===== src/stle_pkg.sv =====
// package for the software timer list engine
// holds sizes, function codes and status codes; no dependencies
package stle_pkg;

    localparam int NUM_TIMERS = 16;
    localparam int IDX_W      = (NUM_TIMERS > 1) ? $clog2(NUM_TIMERS) : 1;
    localparam int CNT_W      = $clog2(NUM_TIMERS + 1);
    localparam int ID_W       = 4;
    localparam int TICK_W     = 32;

    localparam logic [1:0] FUNC_REGISTER = 2'd0;
    localparam logic [1:0] FUNC_CANCEL   = 2'd1;
    localparam logic [1:0] FUNC_TICK     = 2'd2;
    localparam logic [1:0] FUNC_SET      = 2'd3;

    localparam logic [1:0] ST_OK        = 2'd0;
    localparam logic [1:0] ST_BAD_PARAM = 2'd1;
    localparam logic [1:0] ST_NOT_FOUND = 2'd2;
    localparam logic [1:0] ST_BUSY      = 2'd3;

    typedef struct packed {
        logic [1:0]        status;
        logic              fired;
        logic [ID_W-1:0]   fired_id;
        logic [TICK_W-1:0] tick_count;
    } result_t;

endpackage


===== src/software_timer_list_engine_core.sv =====
// top level of the software timer list engine
// uses stle_pkg and two stle_ram instances (list order and remaining ticks)
//
// A bank of one-shot countdown timers. Each input transfer carries a function
// code in s_tuser: register, cancel, tick or set tick count. Register, cancel
// and set give one result; a tick gives one result per expired timer, front of
// the list (most recently registered) first, with m_tlast on the final one.
// Register and set go from the accepting state straight to the report state.
// Cancel and a running tick walk the list, because each entry needs an order
// read, a dependent remaining-ticks read and a write back through the two rams
// with registered read data; the results follow the walk (one for a cancel or
// a tick with no expiry, one per expired timer otherwise).
// One item is in work at a time; a new item is taken as soon as the engine
// is back in idle, even while the previous result still waits on m_tready.
// The list is stored back to front: the front of the list sits at the
// highest occupied ram entry.
module software_timer_list_engine_core (
    input  logic        aclk,
    input  logic        aresetn,
    // config: os_running
    input  logic        cfg_valid,
    output logic        cfg_ready,
    input  logic        cfg_data,
    // input stream
    input  logic        s_tvalid,
    output logic        s_tready,
    input  logic [71:0] s_tdata,   // timer_id[3:0], delay_ticks[35:4], load_tick[67:36], zero
    input  logic [1:0]  s_tuser,   // func[1:0]
    // result stream
    output logic        m_tvalid,
    input  logic        m_tready,
    output logic [39:0] m_tdata,   // status[1:0], fired[2], fired_id[6:3], tick_count[38:7], zero
    output logic        m_tlast
);
    localparam int IDX_W  = stle_pkg::IDX_W;
    localparam int CNT_W  = stle_pkg::CNT_W;
    localparam int NUM    = stle_pkg::NUM_TIMERS;
    localparam int TICK_W = stle_pkg::TICK_W;
    localparam int ID_W   = stle_pkg::ID_W;

    localparam logic [2:0] S_IDLE = 3'd0;
    localparam logic [2:0] S_RDO  = 3'd1;   // issue order read
    localparam logic [2:0] S_RDR  = 3'd2;   // take handle, issue remaining read
    localparam logic [2:0] S_UPD  = 3'd3;   // modify and write back
    localparam logic [2:0] S_RESP = 3'd4;   // single result
    localparam logic [2:0] S_EMIT = 3'd5;   // fired results

    logic [2:0]        state_reg, state_next;
    logic              running_reg;
    logic [NUM-1:0]    active_reg, active_next;
    logic [CNT_W-1:0]  len_reg, len_next;
    logic [CNT_W-1:0]  i_reg, i_next;
    logic [CNT_W-1:0]  keep_reg, keep_next;
    logic [CNT_W-1:0]  nexp_reg, nexp_next;
    logic [TICK_W-1:0] sys_reg, sys_next;
    logic              is_tick_reg, is_tick_next;
    logic [ID_W-1:0]   id_reg, id_next;
    logic [IDX_W-1:0]  h_reg, h_next;
    logic [1:0]        st_reg, st_next;
    logic [IDX_W-1:0]  stack_reg [NUM];

    logic              m_valid_reg, m_valid_next;
    stle_pkg::result_t res_reg, res_next;
    logic              last_reg, last_next;

    // ram ports
    logic              ord_we, rem_we;
    logic [IDX_W-1:0]  ord_waddr, ord_raddr, rem_waddr, rem_raddr;
    logic [IDX_W-1:0]  ord_wdata, ord_rdata;
    logic [TICK_W-1:0] rem_wdata, rem_rdata;

    logic [ID_W-1:0]   in_id;
    logic [TICK_W-1:0] in_delay, in_time;
    logic [IDX_W-1:0]  in_addr;
    logic              in_range, in_active, accept, out_free;
    logic [TICK_W-1:0] dec;
    logic              push;

    assign in_id     = s_tdata[3:0];
    assign in_delay  = s_tdata[35:4];
    assign in_time   = s_tdata[67:36];
    assign in_addr   = IDX_W'(in_id);
    assign in_range  = 32'(in_id) < 32'(NUM);
    assign in_active = in_range && active_reg[in_addr];
    assign accept    = s_tvalid && s_tready;
    assign out_free  = !m_valid_reg || m_tready;
    assign dec       = rem_rdata - TICK_W'(1);

    assign s_tready  = (state_reg == S_IDLE);
    assign cfg_ready = 1'b1;
    assign m_tvalid  = m_valid_reg;
    assign m_tdata   = {1'b0, res_reg.tick_count, res_reg.fired_id, res_reg.fired, res_reg.status};
    assign m_tlast   = last_reg;

    stle_ram #(.WIDTH(IDX_W), .DEPTH(NUM)) u_order (
        .aclk(aclk), .we(ord_we), .waddr(ord_waddr), .wdata(ord_wdata),
        .raddr(ord_raddr), .rdata(ord_rdata)
    );

    stle_ram #(.WIDTH(TICK_W), .DEPTH(NUM)) u_remain (
        .aclk(aclk), .we(rem_we), .waddr(rem_waddr), .wdata(rem_wdata),
        .raddr(rem_raddr), .rdata(rem_rdata)
    );

    always_comb begin
        state_next   = state_reg;
        active_next  = active_reg;
        len_next     = len_reg;
        i_next       = i_reg;
        keep_next    = keep_reg;
        nexp_next    = nexp_reg;
        sys_next     = sys_reg;
        is_tick_next = is_tick_reg;
        id_next      = id_reg;
        h_next       = h_reg;
        st_next      = st_reg;
        m_valid_next = m_valid_reg && !m_tready;
        res_next     = res_reg;
        last_next    = last_reg;
        push         = 1'b0;
        ord_we       = 1'b0;
        ord_waddr    = keep_reg[IDX_W-1:0];
        ord_wdata    = h_reg;
        ord_raddr    = i_reg[IDX_W-1:0];
        rem_we       = 1'b0;
        rem_waddr    = h_reg;
        rem_wdata    = dec;
        rem_raddr    = h_reg;

        case (state_reg)
            S_IDLE: begin
                if (accept) begin
                    id_next   = in_id;
                    i_next    = '0;
                    keep_next = '0;
                    nexp_next = '0;
                    st_next   = stle_pkg::ST_OK;
                    state_next = S_RESP;
                    case (s_tuser)
                        stle_pkg::FUNC_REGISTER: begin
                            if (in_delay == '0 || !in_range) begin
                                st_next = stle_pkg::ST_BAD_PARAM;
                            end else if (active_reg[in_addr]) begin
                                st_next = stle_pkg::ST_BUSY;
                            end else begin
                                // append at the physical top, which is the list front
                                ord_we    = 1'b1;
                                ord_waddr = len_reg[IDX_W-1:0];
                                ord_wdata = in_addr;
                                rem_we    = 1'b1;
                                rem_waddr = in_addr;
                                rem_wdata = in_delay;
                                len_next  = len_reg + CNT_W'(1);
                                active_next[in_addr] = 1'b1;
                            end
                        end
                        stle_pkg::FUNC_CANCEL: begin
                            if (!in_active) begin
                                st_next = stle_pkg::ST_NOT_FOUND;
                            end else begin
                                is_tick_next = 1'b0;
                                state_next   = S_RDO;
                            end
                        end
                        stle_pkg::FUNC_TICK: begin
                            if (running_reg) begin
                                sys_next     = sys_reg + TICK_W'(1);
                                is_tick_next = 1'b1;
                                state_next   = S_RDO;
                            end
                        end
                        default: begin
                            sys_next = in_time;
                        end
                    endcase
                end
            end
            S_RDO: begin
                if (i_reg == len_reg) begin
                    len_next = keep_reg;
                    state_next = (is_tick_reg && nexp_reg != '0) ? S_EMIT : S_RESP;
                end else begin
                    state_next = S_RDR;
                end
            end
            S_RDR: begin
                h_next     = ord_rdata;
                rem_raddr  = ord_rdata;
                state_next = S_UPD;
            end
            S_UPD: begin
                if (is_tick_reg) begin
                    rem_we = 1'b1;
                    if (dec == '0) begin
                        active_next[h_reg] = 1'b0;
                        push      = 1'b1;
                        nexp_next = nexp_reg + CNT_W'(1);
                    end else begin
                        ord_we    = 1'b1;
                        keep_next = keep_reg + CNT_W'(1);
                    end
                end else if (ID_W'(h_reg) == id_reg) begin
                    active_next[h_reg] = 1'b0;
                end else begin
                    ord_we    = 1'b1;
                    keep_next = keep_reg + CNT_W'(1);
                end
                i_next     = i_reg + CNT_W'(1);
                state_next = S_RDO;
            end
            S_RESP: begin
                if (out_free) begin
                    m_valid_next        = 1'b1;
                    res_next.status     = st_reg;
                    res_next.fired      = 1'b0;
                    res_next.fired_id   = '0;
                    res_next.tick_count = sys_reg;
                    last_next           = 1'b1;
                    state_next          = S_IDLE;
                end
            end
            S_EMIT: begin
                // expired timers were gathered back to front; pop to report front first
                if (out_free) begin
                    m_valid_next        = 1'b1;
                    res_next.status     = stle_pkg::ST_OK;
                    res_next.fired      = 1'b1;
                    res_next.fired_id   = ID_W'(stack_reg[IDX_W'(nexp_reg - CNT_W'(1))]);
                    res_next.tick_count = sys_reg;
                    last_next           = (nexp_reg == CNT_W'(1));
                    nexp_next           = nexp_reg - CNT_W'(1);
                    if (nexp_reg == CNT_W'(1)) begin
                        state_next = S_IDLE;
                    end
                end
            end
            default: begin
                state_next = S_IDLE;
            end
        endcase
    end

    always_ff @(posedge aclk) begin
        if (!aresetn) begin
            state_reg   <= S_IDLE;
            running_reg <= 1'b0;
            active_reg  <= '0;
            len_reg     <= '0;
            sys_reg     <= '0;
            m_valid_reg <= 1'b0;
            nexp_reg    <= '0;
        end else begin
            state_reg   <= state_next;
            active_reg  <= active_next;
            len_reg     <= len_next;
            sys_reg     <= sys_next;
            m_valid_reg <= m_valid_next;
            nexp_reg    <= nexp_next;
            if (cfg_valid && cfg_ready) begin
                running_reg <= cfg_data;
            end
        end
    end

    always_ff @(posedge aclk) begin
        i_reg       <= i_next;
        keep_reg    <= keep_next;
        is_tick_reg <= is_tick_next;
        id_reg      <= id_next;
        h_reg       <= h_next;
        st_reg      <= st_next;
        res_reg     <= res_next;
        last_reg    <= last_next;
        if (push) begin
            stack_reg[nexp_reg[IDX_W-1:0]] <= h_reg;
        end
    end
endmodule


===== src/stle_ram.sv =====
// generic single-port-write, one-read ram with registered read data
// no dependencies
module stle_ram #(
    parameter int WIDTH = 8,
    parameter int DEPTH = 16
) (
    input  logic                     aclk,
    input  logic                     we,
    input  logic [$clog2(DEPTH)-1:0] waddr,
    input  logic [WIDTH-1:0]         wdata,
    input  logic [$clog2(DEPTH)-1:0] raddr,
    output logic [WIDTH-1:0]         rdata
);
    logic [WIDTH-1:0] mem [DEPTH];

    always_ff @(posedge aclk) begin
        if (we) begin
            mem[waddr] <= wdata;
        end
        rdata <= mem[raddr];
    end
endmodule


===== config.mk =====
export PLATFORM = sky130hd
export DESIGN_NAME = software_timer_list_engine_core
export DESIGN_NICKNAME = d
export VERILOG_FILES = /design/src/stle_pkg.sv /design/src/software_timer_list_engine_core.sv /design/src/stle_ram.sv
export SDC_FILE = /design/constraint.sdc
export NUM_CORES = 1
export LEC_CHECK = 0
export ABC_CLOCK_PERIOD_IN_PS = 9800
export BUFFER_PORTS_ARGS = -buffer_cell sky130_fd_sc_hd__clkbuf_2
export CAP_MARGIN = 20
export CELL_PAD_IN_SITES_DETAIL_PLACEMENT = 1
export CELL_PAD_IN_SITES_GLOBAL_PLACEMENT = 1
export CORE_UTILIZATION = 30
export CTS_CLUSTER_SIZE = 24
export DETAILED_ROUTE_END_ITERATION = 6
export PLACE_DENSITY_LB_ADDON = 0.05
export SKIP_CTS_REPAIR_TIMING = 1
export SYNTH_ARGS = -nofsm -noshare
export SYNTH_HDL_FRONTEND = slang
export SYNTH_SLANG_ARGS = --single-unit

===== constraint.sdc =====
create_clock -name aclk -period 9.8 [get_ports aclk]
set_input_delay 0.98 -clock aclk [delete_from_list [all_inputs] [get_ports aclk]]
set_output_delay 0.98 -clock aclk [all_outputs]
set_load 0.1 [all_outputs]

; ---- Yosys cells after proc, flatten, opt, wreduce, memory -nomap -nowiden
; Memory sizes are Yosys's and may differ from the RTL's. A register that Yosys moved wholly into a read port is not among the register bits.
; Index checks and enable logic that the tools add are counted.
[word_totals]
ramBits = 640
regBits = 124
word_cells = 184
mem_count = 3
input_bits = 80
[op_classes]
n_eq_ne = 26
n_addsub = 7
reduce_logical = 30
bitwise = 4
magnitude_cmp = 4
n_mux = 92
[memory_table]
columns = name, depth, width, read_ports, rd_clocked_by_memory_dff, write_ports, line_no
row1 = u_remain.mem, 16, 32, 1, 1, 1, stle_ram.sv:14  ; logic [WIDTH-1:0] mem [DEPTH];
row2 = stack_reg, 16, 4, 1, 0, 1, software_timer_list_engine_core.sv:60  ; logic [IDX_W-1:0] stack_reg [NUM];
row3 = u_order.mem, 16, 4, 1, 1, 1, stle_ram.sv:14
[op_table]
columns = op, n
row1 = 2-to-1 mux 32 bit, 6
row2 = 2-to-1 mux 16 bit, 7
row3 = 2-to-1 mux 39 bit, 2
row4 = case mux 39 bit (2 select lines), 1
row5 = logical NOT 32 bit, 2
row6 = case mux 32 bit (2 select lines), 1
row7 = 2-to-1 mux 5 bit, 12
row8 = 2-to-1 mux 4 bit, 11
row9 = "adder 32 x 1 -> 32 bit, second input constant", 1
row10 = case mux 16 bit (2 select lines), 1
row11 = "subtractor 32 x 1 -> 32 bit, second input constant", 1
row12 = case mux 5 bit (2 select lines), 3
row13 = 2-to-1 mux 1 bit, 27
row14 = 2-to-1 mux 3 bit, 7
row15 = "adder 5 x 1 -> 5 bit, second input constant", 4
row16 = "inequality test 2 bit, second input constant", 10
row17 = case mux 3 bit (6 select lines), 1
row18 = AND 16 bit, 1
row19 = NOT 16 bit, 1
row20 = OR 16 bit, 1
row21 = case mux 5 bit (3 select lines), 1
row22 = "inequality test 3 bit, second input constant", 4
row23 = AND reduction 4 bit, 3
row24 = "< comparator 4 x 5 -> 1 bit, second input constant", 2
row25 = 32 further kinds, 53

; ---- Logic depth before layout (Yosys ltp)
[logic_depth]
word_depth = 10
depth_mapped = 12
depth_no_buf = 10

; ---- By module
; Synthesis repeated with hierarchy kept, for this count alone.
[unflattened]
hier_cells = 1999
area_unflattened_um2 = 32812.7
[by_module_without_submodules]
columns = mod, cells_per_inst, area_each_um2, seq_area_each_um2, instances
row1 = stle_ram (u_remain), 838, 19835.3, 16015.4, 1
row2 = software_timer_list_engine_core, 1031, 10311.1, 4974.8, 1
row3 = stle_ram (u_order), 130, 2666.3, 2001.9, 1

; ---- Worst setup path after synthesis
; No wires, ideal clock.
[synth_path]
path_type = reg-to-reg
start = register state_reg[2]
end = memory u_remain.mem[5][0] (netlist bit), enable pin
path_stages_with_launch = 10
arrival_ps = 5575
setup_ps = 421
path_slack_ps = 3804
t_required_ps = 9379
synth_period_minus_slack_ps = 5996
cell_sequence = dfxtp_1 > clkbuf_1 > nor3_1 > nand2_1 > or3_1 > buf_2 > mux2i_2 > inv_1 > nand2_1 > nor2_1
[synth_between]
elab_cells_between_ends = 9
classes_between = 1 x eq/ne / 6 x mux / 2 x reduce/logical
[synth_rtl]
columns = element, line_no
row1 = start: declaration, software_timer_list_engine_core.sv:48  ; logic [2:0] state_reg, state_next;
row2 = start signal: assignment, software_timer_list_engine_core.sv:253  ; state_reg <= state_next;
row3 = logical NOT 3 bit (*), software_timer_list_engine_core.sv:89  ; assign s_tready = (state_reg == S_IDLE);
row4 = named net s_tready, software_timer_list_engine_core.sv:26  ; output logic s_tready,
row5 = logical AND 1 bit, software_timer_list_engine_core.sv:85  ; assign accept = s_tvalid && s_tready;
row6 = 2-to-1 mux 4 bit, --
row7 = 2-to-1 mux 4 bit (*), --
row8 = named net ord_wdata[2], software_timer_list_engine_core.sv:69  ; logic [IDX_W-1:0] ord_wdata, ord_rdata;
row9 = end: declaration, stle_ram.sv:14
; Mark *: on every way through the listed nets, which the timed path passes. The rest lies on a longest branch.

; ---- Worst setup path after layout
[layout_path]
start = input port s_tdata[21]
end = memory u_remain.mem[3][15] (netlist bit), enable pin
[layout_between]
elab_cells_between_ends = 11
classes_between = 10 x mux / 1 x reduce/logical
[layout_rtl]
columns = element, line_no
row1 = start: declaration, software_timer_list_engine_core.sv:27  ; input logic [71:0] s_tdata,
row2 = logical NOT 32 bit, software_timer_list_engine_core.sv:141  ; if (in_delay == '0 || !in_range) begin
row3 = 2-to-1 mux 4 bit (4 in series), --
row4 = named net ord_wdata[0], software_timer_list_engine_core.sv:69
; The timed path passes the listed nets, and every way through them passes these cells.

==> run_results.csv <==
group,metric,value,unit
clock_tree,clk_latency,670,ps
floorplan,die_y,336,um
clock_tree,cts.sinks,800,
synthesis,synth_edf_count,697,
worst_setup_path,worstSetupPathType,"primary input to register",
synthesis,synth.most_common_cell,"edfxtp_1",
floorplan,die_w,336,um
synthesis,synth_flop_cell,"edfxtp_1",
synthesis,synth_commonest_cells,"697 x edfxtp_1, 625 x nand2_1, 288 x nand3_1",
synthesis,postSynthCellCount,2723,
power_and_ir_drop,p_total,10000,uW
global_routing,grt_pass1_wl,156,mm
timing,clock-skew-final,27.0,ps
finish,largest_reg_flops,512,
finish,final_util,35.4,%
synthesis,yosys.area.top_type,"edfxtp_1",
floorplan,initial_core_util,30.3,%
hold_path,min-delay-start,"sys_reg[31]",
placement,routabilityCongestion,0.760,
global_routing,grt_use_total,18.6,%
synthesis,synth.cell_area,33500,sq um
finish,fin_area,39200,sq um
floorplan,die_area,113000,sq um
worst_setup_path,critPathMaxFanout,21,
routing,ant_nets,0,
timing,hold_violations,0,
placement,hpwl,61.4,mm
clock_tree,clkTransAtPathRegs,60,ps
finish,final_nets,2929,
synthesis,ys_seq_area_share,68.6,%
worst_setup_path,crit_required,10100,ps
worst_setup_path,crit_path_top_delay_cell,"nor4_2",
timing,fmax,160,MHz
power_and_ir_drop,leakagePower,0.0132,uW
worst_setup_path,arrival,6570,ps
timing,fin_tns_setup,0,ps
global_routing,grt_overflow,0,
worst_setup_path,worstReg2RegStart,"active_reg[3]",
worst_setup_path,critical_path.cell_chain,"clkbuf_2, nor4_2, nand4_1, o21ai_0, or3_2, buf_4, mux2i_1, inv_1, nand2_1, nor2_4, buf_4",
placement,portBuffers,117,
synthesis,synth_seq_cells,800,
worst_setup_path,cp-startpoint,"s_tdata[21]",
synthesis,synth.avg_cell_area,12.3,sq um
worst_setup_path,cpPeakStageDelay,860,ps
routing,first_iter_violations,1412,
timing,drv_slew,0,
finish,areaGrowthSynthToFinish,17.1,%
finish,diodes,0,
synthesis,netlist.area_leader.share,62.5,%
routing,via_count,22344,
placement,place_area,36100,sq um
routing,post_drt_wl_per_cell,23.9,um
routing,via_per_inst,5.07,
timing,min_period,6270,ps
worst_setup_path,cp-start-kind,"primary input",
clock_tree,cts_max_level,3,
power_and_ir_drop,vdd_drop_max,0.126,mV
timing,setup_viol,0,
synthesis,ys_warn_count,0,
floorplan,rows,122,
synthesis,synthTopCellsByArea,"edfxtp_1 62%, nand2_1 7.0%, dfxtp_1 6.2%, nand3_1 4.3%, mux4_2 2.8%",
global_routing,grt_max_degree,135,
power_and_ir_drop,powerDensity,255,nW/um^2
floorplan,core,111000,sq um
timing,maxSlewHeadroom,25.7,%
routing,drc,0,
global_routing,antenna_found_initial,3,
timing,rsz0062_at_grt,"false",
clock_tree,tritoncts,"done",
clock_tree,ctsRootBufferMaster,"clkbuf_16",
timing,period_share,64.0,%
worst_setup_path,r2r_setup_slack,4650,ps
global_routing,grt_pass1_vias,23316,
synthesis,syn-num-nets,2817,
synthesis,async_flop_share,0,%
routing,drt_wl_total,105,mm
routing,first_pass_iters,4,
clock_tree,cts_buffer_depth,3,
clock_tree,numCtsBuffers,96,
worst_setup_path,critical-path-top-cell-by-count,"buf_4",
hold_path,hold_class,"register to register",
floorplan,ioPinCount,124,
outcome,status,"complete, no violations",
synthesis,synth.distinct_cells,74,
timing,tightest_slew,1110,ps
finish,post_route_cells_drive_above_1_share,15.1,%
worst_setup_path,worstSetupEndpointType,"register",
flow_run,cap_violations,0,
## final timing paths
check | cells past startpoint | endpoint
worst min register to register | 0 | m_tdata[38]
worst min-delay path | 0 | m_tdata[38]
worst max-delay path | 11 | u_remain.mem[3][15]
worst max register to register | 9 | u_remain.mem[13][15]
## report_power, final
| group | total (uW) | switching [uW] | leakage (uW) | internal, uW |
|---|---|---|---|---|
| Sequential | 4400 | 177 | 0.00718 | 4220 |
| Clock | 3530 | 1440 | 0.00153 | 2090 |
| Combinational | 2080 | 1530 | 0.00451 | 550 |
| Total | 10000 | 3140 | 0.0132 | 6870 |
## stage by stage
stage	hold WS (ps)	cells	worst slack, ps
after floorplan	406	2723	3800
after global placement	447	4215	2620
after detailed placement	452	4221	2490
after CTS	463	4401	3260
after global routing	487	4405	3140
final	462	4405	3530
## per-layer routing
metal	global-route usage (%)	routed length [um]	vias up
li1	-	-	10309
met1	25.5	49400	11503
met2	30.6	49700	400
met3	2.96	3840	132
met4	4.37	2130	0
met5	0	0	-
## cells in the final DEF (no fill, tap or decap), types with 41 or more instances in the layout
cell type / n
edfxtp_1: 697
a21oi_1: 52
nor2_1: 99
clkbuf_2: 117
o21ai_0: 68
a31oi_1: 50
mux4_2: 41
a311oi_1: 64
nand2_1: 625
dfxtp_1: 103
nand3_1: 288
buf_4: 72
clkbuf_16: 97
and3_1: 41
## critical path, delay by kind of cell
family,cells,cell delay [ps]
simple gates,5,3070
buf+inv,4,1580
compound gates,1,660
mux,1,220
## cell type report
type / instances / area (sq um)
timing repair buffer: 195 / 1220
fill: 11726 / 71400
clock buffer: 135 / 2680
sequential: 800 / 23000
tap: 1488 / 1860
clock inverter: 45 / 457
multi-input combinational: 1706 / 9870
inverter: 36 / 145
## cells by family (layout without fill, tap and decap cells)
logic type / count (synthesis) / count (layout) / synth area share [%]
simple gates: 1253 / 1253 / 16.9
flops: 800 / 800 / 68.6
compound gates: 333 / 333 / 6.83
buf+inv: 217 / 411 / 2.56
mux: 59 / 59 / 3.35
xor+xnor: 45 / 45 / 1.18
fa+ha+maj: 14 / 14 / 0.523
other cells: 2 / 2 / 0.0224
Power figures use the tool's default switching activity.
